<file path="src/rtl/lpm_pkg.sv">
package lpm_pkg;

	localparam int MAX_ROWS_DEF     = 64;
	localparam int MAX_COLS_DEF     = 64;
	localparam int MAX_MONOMERS_DEF = 256;

	localparam int OP_W       = 2;
	localparam int IDX_W      = 8;
	localparam int POS_W      = 6;
	localparam int MOVE_W     = 3;
	localparam int ROWS_W     = 7;
	localparam int COLS_W     = 7;
	localparam int CHAIN_W    = 9;
	localparam int CFG_IDX_W  = 2;
	localparam int CFG_DATA_W = 9;

	// Signed lattice coordinate, wide enough for a row or column one step past the board.
	localparam int COORD_W       = 9;
	localparam int BOND_LIMIT_SQ = 13;
	localparam int NBR_CELLS     = 9;
	localparam int NBR_W         = 4;

	typedef logic [OP_W-1:0] op_t;
	localparam op_t OP_CELL  = 2'd0;
	localparam op_t OP_POS   = 2'd1;
	localparam op_t OP_CHECK = 2'd2;

	typedef logic [CFG_IDX_W-1:0] cfg_idx_t;
	localparam cfg_idx_t REG_ROWS  = 2'd0;
	localparam cfg_idx_t REG_COLS  = 2'd1;
	localparam cfg_idx_t REG_CHAIN = 2'd2;
	localparam cfg_idx_t REG_CYL   = 2'd3;

	typedef logic signed [COORD_W-1:0] coord_t;
	typedef logic signed [1:0] step_t;

	localparam step_t STEP_NEG  = 2'sb11;
	localparam step_t STEP_ZERO = 2'sb00;
	localparam step_t STEP_POS  = 2'sb01;

	typedef struct packed {
		step_t dr;
		step_t dc;
	} offset_t;

	typedef struct packed {
		logic [ROWS_W-1:0] rows;
		logic [COLS_W-1:0] cols;
		logic              cyl;
	} lattice_cfg_t;

	typedef struct packed {
		coord_t  base_row;
		coord_t  base_col;
		offset_t off;
	} coord_req_t;

	typedef struct packed {
		coord_t row;
		coord_t col;
		logic   row_ok;
		logic   col_ok;
		logic   need_rem;
	} coord_res_t;

	function automatic offset_t move_offset(input logic [MOVE_W-1:0] code);
		offset_t o;
		unique case (code)
			3'd0: o = '{STEP_NEG,  STEP_NEG};
			3'd1: o = '{STEP_NEG,  STEP_ZERO};
			3'd2: o = '{STEP_NEG,  STEP_POS};
			3'd3: o = '{STEP_ZERO, STEP_NEG};
			3'd4: o = '{STEP_ZERO, STEP_POS};
			3'd5: o = '{STEP_POS,  STEP_NEG};
			3'd6: o = '{STEP_POS,  STEP_ZERO};
			3'd7: o = '{STEP_POS,  STEP_POS};
			default: o = '{STEP_ZERO, STEP_ZERO};
		endcase
		return o;
	endfunction

	// Cells of the 3x3 neighborhood in row-major order, center included.
	function automatic offset_t nbr_offset(input logic [NBR_W-1:0] n);
		offset_t o;
		unique case (n)
			4'd0: o = '{STEP_NEG,  STEP_NEG};
			4'd1: o = '{STEP_NEG,  STEP_ZERO};
			4'd2: o = '{STEP_NEG,  STEP_POS};
			4'd3: o = '{STEP_ZERO, STEP_NEG};
			4'd4: o = '{STEP_ZERO, STEP_ZERO};
			4'd5: o = '{STEP_ZERO, STEP_POS};
			4'd6: o = '{STEP_POS,  STEP_NEG};
			4'd7: o = '{STEP_POS,  STEP_ZERO};
			4'd8: o = '{STEP_POS,  STEP_POS};
			default: o = '{STEP_ZERO, STEP_ZERO};
		endcase
		return o;
	endfunction

endpackage

</file>
<file path="src/rtl/lpm_coord_unit.sv">
module lpm_coord_unit (
	input  lpm_pkg::coord_req_t   req,
	input  lpm_pkg::lattice_cfg_t cfg,
	output lpm_pkg::coord_res_t   res
);
	import lpm_pkg::*;

	coord_t r_sum;
	coord_t c_sum;
	coord_t r_sub;
	coord_t rows_c;
	coord_t cols_c;

	always_comb begin
		rows_c = $signed({{(COORD_W - ROWS_W){1'b0}}, cfg.rows});
		cols_c = $signed({{(COORD_W - COLS_W){1'b0}}, cfg.cols});
		r_sum  = req.base_row + coord_t'(req.off.dr);
		c_sum  = req.base_col + coord_t'(req.off.dc);
		r_sub  = r_sum - rows_c;

		res.col    = c_sum;
		res.col_ok = (c_sum >= coord_t'(0)) && (c_sum < cols_c);

		res.row      = r_sum;
		res.row_ok   = 1'b1;
		res.need_rem = 1'b0;
		if (cfg.cyl) begin
			// The sum is never below -1, so a negative row wraps to the last one.
			priority if (r_sum < coord_t'(0)) begin
				res.row = rows_c - coord_t'(1);
			end else if (r_sum < rows_c) begin
				res.row = r_sum;
			end else begin
				res.row      = r_sub;
				res.need_rem = (r_sub >= rows_c);
			end
		end else begin
			res.row_ok = (r_sum >= coord_t'(0)) && (r_sum < rows_c);
		end
	end
endmodule

</file>
<file path="config.mk">
export PLATFORM = sky130hd
export DESIGN_NAME = lpm_coord_unit
export DESIGN_NICKNAME = d
export VERILOG_FILES = /design/src/rtl/lpm_pkg.sv /design/src/rtl/lpm_coord_unit.sv
export SDC_FILE = /design/constraint.sdc
export NUM_CORES = 1
export LEC_CHECK = 0
export BUFFER_PORTS_ARGS = -buffer_cell sky130_fd_sc_hd__buf_2
export CAP_MARGIN = 20
export CORE_ASPECT_RATIO = 1.75
export CORE_MARGIN = 3
export CORE_UTILIZATION = 49
export DETAILED_ROUTE_END_ITERATION = 16
export PLACE_DENSITY = 0.85
export SLEW_MARGIN = 20
export SYNTH_ARGS = -nofsm -noshare
export SYNTH_HDL_FRONTEND = slang
export SYNTH_SLANG_ARGS = --single-unit
</file>
<file path="constraint.sdc">
create_clock -name vclk -period 3.9
set_input_delay 0.39 -clock vclk [all_inputs]
set_output_delay 0.39 -clock vclk [all_outputs]
set_load 0.05 [all_outputs]
</file>
Word level (Yosys, flattened, before mapping)
Cells that the tools add are included.
{ "totals": {"regBits": 0, "input_bits": 37, "out_inout_bits": 21, "elab_cells": 19} }
{ "op_classes": {"add_sub_neg": 4, "n_lt_le_gt_ge": 6, "muxes": 7, "n_reduce_logical": 2} }
{ "ops": {"columns": ["op", "n"], "rows": [
  ["2-to-1 mux 9 bit", 3],
  ["adder 9 x 2 -> 9 bit", 2],
  [">= comparator 9 x 1 -> 1 bit, second input constant", 2],
  ["< comparator 9 x 8 -> 1 bit", 2],
  [">= comparator 9 x 8 -> 1 bit", 1],
  ["< comparator 9 x 1 -> 1 bit, second input constant", 1],
  ["subtractor 9 x 8 -> 9 bit", 1],
  ["subtractor 7 x 1 -> 8 bit, second input constant", 1],
  ["2-to-1 mux 1 bit", 4],
  ["logical AND 1 bit", 2]
]} }

Longest topological paths before layout
Gate-level depths: netlist of run 1.
{ "logic_depth": {"ltp_word": 6, "depth_mapped": 17, "mapped_depth_nobuf": 17} }

Worst setup path after synthesis of run 1
No wires, ideal clock.
{ "synth_timing": {"kind": "input-to-output", "start": "input port req[2] (netlist name)", "end": "output port res[17] (netlist name)", "arrival_ns": 4.556, "required_time_ns": 3.510, "setup_slack_ns": -1.046, "path_stages": 15, "path_buffers": 0, "path_cell_list": "ha_1 -> fa_1 -> a211oi_4 -> o21bai_1 -> a21oi_1 -> xnor2_1 -> ha_1 -> o21ai_0 -> a221oi_1 -> nor3_1 -> ha_1 -> inv_1 -> nor2_2 -> a22oi_1 -> o21ai_0"} }
{ "synth_rtl": {"columns": ["item", "line_no", "source"], "rows": [
  ["start, declared", "lpm_coord_unit.sv:2", "input lpm_pkg::coord_req_t req,"],
  ["end, declared", "lpm_coord_unit.sv:4", "output lpm_pkg::coord_res_t res"]
]} }

==> key figures, run 1 <==
Run status
  • Status: finished with violations
  • Failing checks: setup timing

Detailed routing
  • 1st-iter DRT viols: 103
  • Pre-Repair DR Iteration Count: 5
  • Routed length per placed instance: 21.7 um
  • DR DRC count: 0
  • Via Count: roughly 2400
  • Routed WL: between 7 and 8 mm
  • Routed Antenna Nets: 0
  • DR vias/cell: 6.54

Logic synthesis
  • Cell count after synthesis: 216
  • Yosys cell types: between 50 and 60
  • YS warnings: 0
  • Register area share after synthesis: 0%
  • Mapped Area: 1700 um^2
  • Syn Area/Cell: 7.87 um^2
  • Syn_nets: ~300

Global route
  • Number of global-route vias before repair: 2271
  • Initial antenna violation count: 0
  • First-pass GRT wire length: 9.22 mm
  • Gr ovfl total: 0
  • Largest net degree at the start of global routing: 13
  • Global Route Usage Sum: 26.7%

Power and ir drop
  • Peak supply drop: ~310 uV
  • Static leakage: 1.40 nW
  • Power density over the cells: 433 nW/um^2

Finish
  • Multi-input gate area: 1970 um^2
  • FFs & Latches: 0
  • Most frequent cells in the layout: buf_2 (46), buf_4 (45), ha_1 (31)
  • Final #Nets: 402
  • Layout area overhead: 68.6%
  • Fill cell count: 151
  • Sequential cell area: 0 um^2
  • ANT cells: 0
  • Commonest non-fill, non-tap cell in the layout: buf_2
  • Layout cells sized above 1: between 50% and 60%
  • Fin util: 88.3%
  • Clkbuf count: 0

STA
  • Final WS setup: -340 ps
  • RSZ-0062 raised after global routing: true
  • Hold_ws: 1240 ps
  • Worst-Margin Slew: 476 ps
  • Final count of negative-setup-slack endpoints: 10
  • Hold Fails Final Rpt: 0
  • Final period util: 109%
  • Clock period minus worst slack: 4240 ps
  • Final slew viol count: 0
  • Slew headroom: roughly 68%
  • FMAX: about 240 MHz

Floorplanning
  • Die Ht: 83.9 um
  • Die Width: 50.5 um
  • Rows: 27
  • Core region area: 3240 um^2
  • IO Pins: 58
  • Die ar.: 4240 um^2
  • Initial core utilization: 52.4%

Setup path
  • Critical path class: in2out
  • Critical path fanouts, max: 3
  • CP required: 3510 ps
  • Critical path arrival: 3850 ps
  • CP startpoint kind: input pin
  • Setup crit end kind: output pin

Worst hold path
  • Hold WC Path Type: in2out

Clocking
  • Post-CTS Hold Buffers: 0

Place
  • HPWL Detailed: 4.50 mm
  • RePlAce Congestion: 0.885
  • Port bufs: 58

Flow run
  • Max Cap Viol: 0
==> per-layer routing <==
metal / vias up / global-route usage, % / part of all wire [%] / routed length, um
li1: 1020 / - / - / -
met1: 1109 / 24.2 / 33 / 2630
met2: 185 / 55.5 / 52 / 4110
met3: 65 / 1.25 / 6.8 / 538
met4: 0 / 13.0 / 7.7 / 611
met5: - / 0 / 0 / 0
==> per-stage QoR <==
stage / TNS [ps] / cell area, um^2 / worst slack (ps) / total power, W / instances
6_report: -2330 / 2870 / -340 / 0.00124 / 364
5_1_grt: -3210 / 2870 / -404 / 0.00129 / 364
4_1_cts: -1930 / 2660 / -249 / 0.00105 / 359
3_5_place_dp: -4640 / 2420 / -509 / 0.000907 / 352
3_3_place_gp: -3630 / 2420 / -416 / 0.000885 / 352
2_1_floorplan: -291 / 1810 / -164 / 0.000629 / 216
==> cell usage after synthesis (all sizes together) (2+ instances only) <==
| cell type | count | area (um^2) |
|---|---|---|
| and3 | 3 | 18.8 |
| ha | 39 | 488 |
| xor2 | 7 | 61.3 |
| nor3 | 6 | 35.0 |
| o22ai | 2 | 12.5 |
| inv | 25 | 96.4 |
| xnor2 | 16 | 140 |
| o41ai | 2 | 17.5 |
| nand2b | 3 | 18.8 |
| nand4 | 2 | 12.5 |
| nor2 | 13 | 51.3 |
| nand3 | 7 | 35.0 |
| o21a | 3 | 22.5 |
| or2 | 2 | 12.5 |
| nor2b | 3 | 26.3 |
| a211oi | 2 | 40.0 |
| o2111ai | 2 | 17.5 |
| o31ai | 2 | 15.0 |
| a21oi | 18 | 90.1 |
| o211ai | 3 | 22.5 |
| a22oi | 2 | 20.0 |
| a211o | 2 | 17.5 |
| nand2 | 8 | 30.0 |
| o311ai | 3 | 26.3 |
| a21o | 8 | 61.3 |
| nor4 | 3 | 25.0 |
| o21ai | 10 | 65.1 |
| fa | 3 | 60.1 |
| o21bai | 2 | 15.0 |
| a311oi | 2 | 23.8 |
==> worst max-delay path: stages <==
cell and delay (ps):
buf_6 100, ha_4 150, fa_2 370, a21o_2 260, a21oi_4 150, xnor2_2 140
ha_4 320, o21a_1 170, o31ai_4 100, a21boi_2 180, ha_1 350, a21o_1 190
a211o_1 280, o22ai_2 150, a21oi_2 90, o2111a_2 290, buf_8 150
==> final timing paths <==
kind                    from     end  slack [ps]  cells after the start
worst max-delay path  req[2]  res[0]        -340                     17
worst min-delay path  req[4]  res[3]        1240                      3
==> cells by family after synthesis <==
| family | share of synthesized area, % |
|---|---|
| and+or+nand+nor | 17.7 |
| adders and majority gates | 32.3 |
| muxes | 0.663 |
| xor gates and xnor gates | 11.9 |
| buffers and inverters | 5.89 |
| AOI/OAI and AO/OA | 31.7 |
==> timing repair <==
action	in CTS	in global routing
setup endpoints to repair	10	11
gates cloned	0	0
setup buffers	7	6
gates resized for setup	44	30
pin swaps	24	19
==> layout make-up <==
cell class / count / area share (%)
multi-input cells: 190 / 68.8
repair buffers: 106 / 26.0
inverters: 25 / 3.36
well taps: 43 / 1.88
==> power by group <==
group,switching [W],internal [W]
clock,0,0
combinational,0.000697,0.000545
sequential,0,0
total,0.000697,0.000545
Power figures use the tool's default switching activity.
==> inputs of run 2 (changes only) <==
--- a/config.mk
+++ b/config.mk
@@ -7,7 +7,7 @@
 export LEC_CHECK = 0
 export BUFFER_PORTS_ARGS = -buffer_cell sky130_fd_sc_hd__buf_2
 export CAP_MARGIN = 20
-export CORE_ASPECT_RATIO = 1.75
+export CORE_ASPECT_RATIO = 0.75
 export CORE_MARGIN = 3
 export CORE_UTILIZATION = 49
 export DETAILED_ROUTE_END_ITERATION = 16
==> key figures, run 2 (synthesized netlist as in run 1, its figures left out) <==
Run status
  • Status: finished with violations
  • Failing checks: setup timing

Floorplanning
  • Rows: 17
  • Core region area: 3130 um^2
  • IO Pins: 58
  • Die ar.: 4220 um^2
  • Initial core utilization: 54.3%
  • Die Ht: ~57 um
  • Die Width: 74.0 um

Place
  • Pre-CTS setup slack: -423 ps
  • Placed instance count: 340
  • HPWL Detailed: 4.27 mm
  • Port bufs: 58
  • RePlAce Congestion: roughly 0.87

Finish
  • Final #Nets: 388
  • Layout cells sized above 1: 50.8%
  • ANT cells: 0
  • FFs & Latches: 0
  • Commonest non-fill, non-tap cell in the layout: buf_2
  • Clkbuf count: 0
  • Fill cell count: between 100 and 150
  • Fin cells: 345
  • Sequential cell area: 0 um^2
  • Layout area overhead: 63.4%
  • Most frequent cells in the layout: buf_2 (45), ha_1 (30), buf_4 (30)

Setup path
  • Crit path launch: req[13]
  • CP endpoint: res[0]
  • CP startpoint kind: input pin
  • Critical path fanouts, max: 3
  • CP required: 3510 ps
  • Critical path arrival: ~3800 ps
  • Critical path class: in2out
  • Setup crit end kind: output pin

Detailed routing
  • Routed length per placed instance: between 20 and 25 um
  • Routed Antenna Nets: 0
  • DR DRC count: 0
  • 1st-iter DRT viols: ~330
  • Via Count: 2412
  • Pre-Repair DR Iteration Count: 5
  • DR vias/cell: 6.99
  • Routed WL: 7.92 mm

Power and ir drop
  • Reg power frac: 0%
  • Static leakage: 1.34 nW
  • Power Internal: 0.000481 W
  • Logic gate share of total power: 100.0%
  • Switch share: about three fifths
  • Peak supply drop: 287 uV
  • Sw Pwr: approximately 0.00067 W
  • Power density over the cells: 415 nW/um^2
  • Clock network power share: 0%

STA
  • Final period util: 107%
  • RSZ-0062 raised after global routing: true
  • Slew headroom: approximately 66%
  • Final count of negative-setup-slack endpoints: 11
  • Final slew viol count: 0
  • FMAX: 240 MHz
  • Clock period minus worst slack: 4160 ps
  • Worst-Margin Slew: 501 ps
  • Hold Fails Final Rpt: 0
  • Final WS setup: -262 ps

Global route
  • First-pass GRT wire length: between 9 and 10 mm
  • Number of global-route vias before repair: 2010
  • Met1 Use GR: 34.6%
  • Initial antenna violation count: 0
  • Met2 usage: 49.0%
  • Busiest grt layer: met2
  • Grt met3 use: less than 1%
  • Largest net degree at the start of global routing: 13
  • Global Route Usage Sum: a little over a quarter
  • Gr ovfl total: 0

Flow run
  • Max Cap Viol: 0

Worst hold path
  • Hold WC Path Type: in2out

Clocking
  • Post-CTS Hold Buffers: 0
## run 2: cell type report
class,count,area [um^2],share of cell area [%]
multi-input cells,190,1980,71.3
repair buffers,92,653,23.5
inverters,25,96.3,3.47
well taps,38,47.5,1.71
## run 2: power by group through the flow
stage               Combinational [W]  Clock, W  Sequential, W
floorplan                    0.000629         0              0
global placement             0.000849         0              0
detailed placement           0.000868         0              0
CTS                          0.000972         0              0
global route                  0.00121         0              0
finish                        0.00115         0              0
## run 2: how the worst min path moves through the flow
stage,cells past startpoint,endpoint,slack (ps),startpoint
floorplan,2,res[13],1060,cfg[0]
global placement,3,res[3],1220,req[4]
detailed placement,3,res[3],1240,req[4]
CTS,3,res[12],1220,cfg[8]
global route,3,res[12],1250,cfg[8]
finish,3,res[12],1230,cfg[8]
## run 2: repair_timing
item,in CTS,in global routing
gates resized for setup,44,33
endpoints found under the setup margin,10,10
pin swaps,32,10
setup buffers,2,3
## run 2: metal layers
metal  share of wire [%]  vias to the layer above
met5                   0                        -
met1                  36                     1130
met3                 9.1                       74
met2                  47                      221
li1                    -                      987
met4                 7.5                        0
## run 2: per-stage QoR
| stage | cell area [um^2] | total power (W) | TNS, ps | hold slack, ps | util (%) |
|---|---|---|---|---|---|
| floorplan | 1810 | 0.000629 | -291 | 1060 | - |
| detailed placement | 2360 | 0.000868 | -2400 | 1240 | 75.6 |
| finish | 2780 | 0.00115 | -1650 | 1230 | 88.8 |
| CTS | 2570 | 0.000972 | -471 | 1220 | 82.4 |
| global route | 2780 | 0.00121 | -2790 | 1250 | 88.8 |
| global placement | 2360 | 0.000849 | -2000 | 1220 | 75.6 |
## run 2: critical path, stage by stage
cell and delay [ps]:
buf_8 100, ha_4 160, fa_2 390, xor2_1 320
ha_1 300, buf_4 160, a21o_1 200, nor2_1 80
a21oi_1 210, xor2_1 220, ha_1 290, a211o_1 310
o22ai_2 130, a21oi_1 90, o2111a_2 270, buf_8 150
==> inputs of run 3 (changes only) <==
==> config.mk (replaced) <==
export PLATFORM = sky130hd
export DESIGN_NAME = lpm_coord_unit
export DESIGN_NICKNAME = d
export VERILOG_FILES = /design/src/rtl/lpm_pkg.sv /design/src/rtl/lpm_coord_unit.sv
export SDC_FILE = /design/constraint.sdc
export NUM_CORES = 1
export LEC_CHECK = 0
export CAP_MARGIN = 20
export CORE_MARGIN = 3
export CORE_UTILIZATION = 58
export DETAILED_ROUTE_END_ITERATION = 16
export DONT_BUFFER_PORTS = 1
export PLACE_DENSITY = 0.8
export SLEW_MARGIN = 20
export SYNTH_ARGS = -nofsm -noshare
export SYNTH_HDL_FRONTEND = slang
export SYNTH_SLANG_ARGS = --single-unit
==> key figures, run 3 (synthesized netlist as in run 1, its figures left out) <==
Power and ir drop
  • Clock network power share: 0%
  • Peak supply drop: just over 500 uV
  • Switch share: 56.0%
  • Logic gate share of total power: between 90% and 100%
  • Sw Pwr: 0.000672 W
  • Power Internal: 0.000529 W
  • Final Power: 0.00120 W
  • Reg power frac: 0%
  • Static leakage: around 1.2 nW
  • Power density over the cells: 473 nW/um^2

Setup path
  • Setup crit end kind: output pin
  • Critical path class: in2out
  • CP startpoint kind: input pin
  • CP required: 3510 ps
  • Critical path arrival: about 3800 ps
  • Critical path fanouts, max: 3

Floorplanning
  • Core region area: approximately 2800 um^2
  • Die ar.: 3620 um^2
  • Die Ht: between 60 and 70 um
  • Die Width: 60.1 um
  • IO Pins: 58
  • Rows: 19
  • Initial core utilization: about three fifths

Finish
  • Fin util: 91.4%
  • Final #Nets: ~340
  • FFs & Latches: 0
  • Layout area overhead: 49.6%
  • Multi-input gate area: 1940 um^2
  • Layout cells sized above 1: between 30% and 40%
  • ANT cells: 0
  • Sequential cell area: 0 um^2
  • Most frequent cells in the layout: ha_1 (32), buf_4 (31), inv_1 (23)
  • Fill cell count: 100
  • Commonest non-fill, non-tap cell in the layout: ha_1
  • Clkbuf count: 0

Detailed routing
  • DR vias/cell: 7.48
  • Pre-Repair DR Iteration Count: 5
  • Routed length per placed instance: around 25 um
  • Routed Antenna Nets: 0
  • 1st-iter DRT viols: 195
  • DR DRC count: 0
  • Routed WL: around 7.1 mm
  • Via Count: 2163

STA
  • Worst-Margin Slew: 589 ps
  • Final slew viol count: 0
  • Clock period minus worst slack: 4170 ps
  • Final period util: 107%
  • FMAX: between 200 and 250 MHz
  • Hold_ws: 1010 ps
  • Final count of negative-setup-slack endpoints: 10
  • Slew headroom: around three fifths
  • Final WS setup: -266 ps
  • RSZ-0062 raised after global routing: true
  • Hold Fails Final Rpt: 0

Global route
  • First-pass GRT wire length: 8.49 mm
  • Busiest grt layer: met2
  • Initial antenna violation count: 0
  • Gr ovfl total: 0
  • Grt met3 use: 3.89%
  • Met1 Use GR: about 38%
  • Global Route Usage Sum: just under 30%
  • Met2 usage: 53.9%
  • Number of global-route vias before repair: roughly 1900
  • Largest net degree at the start of global routing: 13

Place
  • HPWL Detailed: 4.18 mm
  • Port bufs: 0
  • RePlAce Congestion: roughly 1

Worst hold path
  • Hold Crit Endpoint: res[18]
  • Hold WC Path Type: in2out
  • Hold Crit Start: cfg[0]
  • Worst Hold Path Cells: 2

Clocking
  • Post-CTS Hold Buffers: 0

Run status
  • Status: finished with violations
  • Failing checks: setup timing

Flow run
  • Max Cap Viol: 0
[run 3: cell count changes in the layout (fill, tap and decap cells not counted), moves of 3 or more]
cell,delta
buf_12,+8
buf_2,-45
buf_6,-12
nor2_2,+3
buf_8,-3
[run 3: per-stage QoR]
step | instances | setup TNS (ps) | instance area (um^2) | worst slack, ps
4_1_cts | 282 | -25.1 | 2310 | -25.1
2_1_floorplan | 216 | -291 | 1810 | -164
3_3_place_gp | 275 | -551 | 2190 | -274
5_1_grt | 289 | -2840 | 2540 | -341
6_report | 289 | -1880 | 2540 | -266
3_5_place_dp | 275 | -954 | 2190 | -384
[run 3: worst max path at each step]
stage | startpoint | end | slack, ps | cells after the start
finish | req[2] | res[0] | -270 | 17
global route | req[2] | res[12] | -340 | 16
CTS | req[2] | res[0] | -30 | 15
detailed placement | req[2] | res[0] | -380 | 15
global placement | req[2] | res[0] | -270 | 15
floorplan | req[2] | res[13] | -160 | 15
[run 3: cell type report]
type               count  area share (%)
inverters             25            3.79
multi-input cells    190            76.4
well taps             31            1.53
repair buffers        43            18.3
[run 3: power groups by stage]
| stage | Sequential (W) | Clock, W | Combinational, W |
|---|---|---|---|
| 2_1_floorplan | 0 | 0 | 0.000629 |
| 3_3_place_gp | 0 | 0 | 0.000896 |
| 3_5_place_dp | 0 | 0 | 0.000926 |
| 4_1_cts | 0 | 0 | 0.00100 |
| 5_1_grt | 0 | 0 | 0.00124 |
| 6_report | 0 | 0 | 0.00120 |
[run 3: worst max-delay path, stage by stage]
cell and delay [ps]:
ha_4 150, fa_2 420, a21o_2 220, a21oi_2 190, xnor2_2 190, ha_4 260, o21a_1 110, o31ai_2 90
nand2b_1 130, a21o_1 210, xnor2_2 180, inv_1 80, ha_2 200, a211o_1 330, o22ai_2 160, a21oi_2 90
o2111a_2 370
[run 3: timing repair]
| item | in CTS | in global routing |
|---|---|---|
| resized for setup | 14 | 30 |
| buffers inserted | 7 | 7 |
| setup endpoints to repair | 10 | 10 |
| pin swaps | 11 | 25 |
[run 3: metal layers]
metal  vias to the layer above  share of wire, %  routed length, um
met4                         0               8.4                600
met5                         -                 0                  0
met2                       212                47               3360
li1                        896                 -                  -
met1                       971                35               2460
met3                        84                10                713
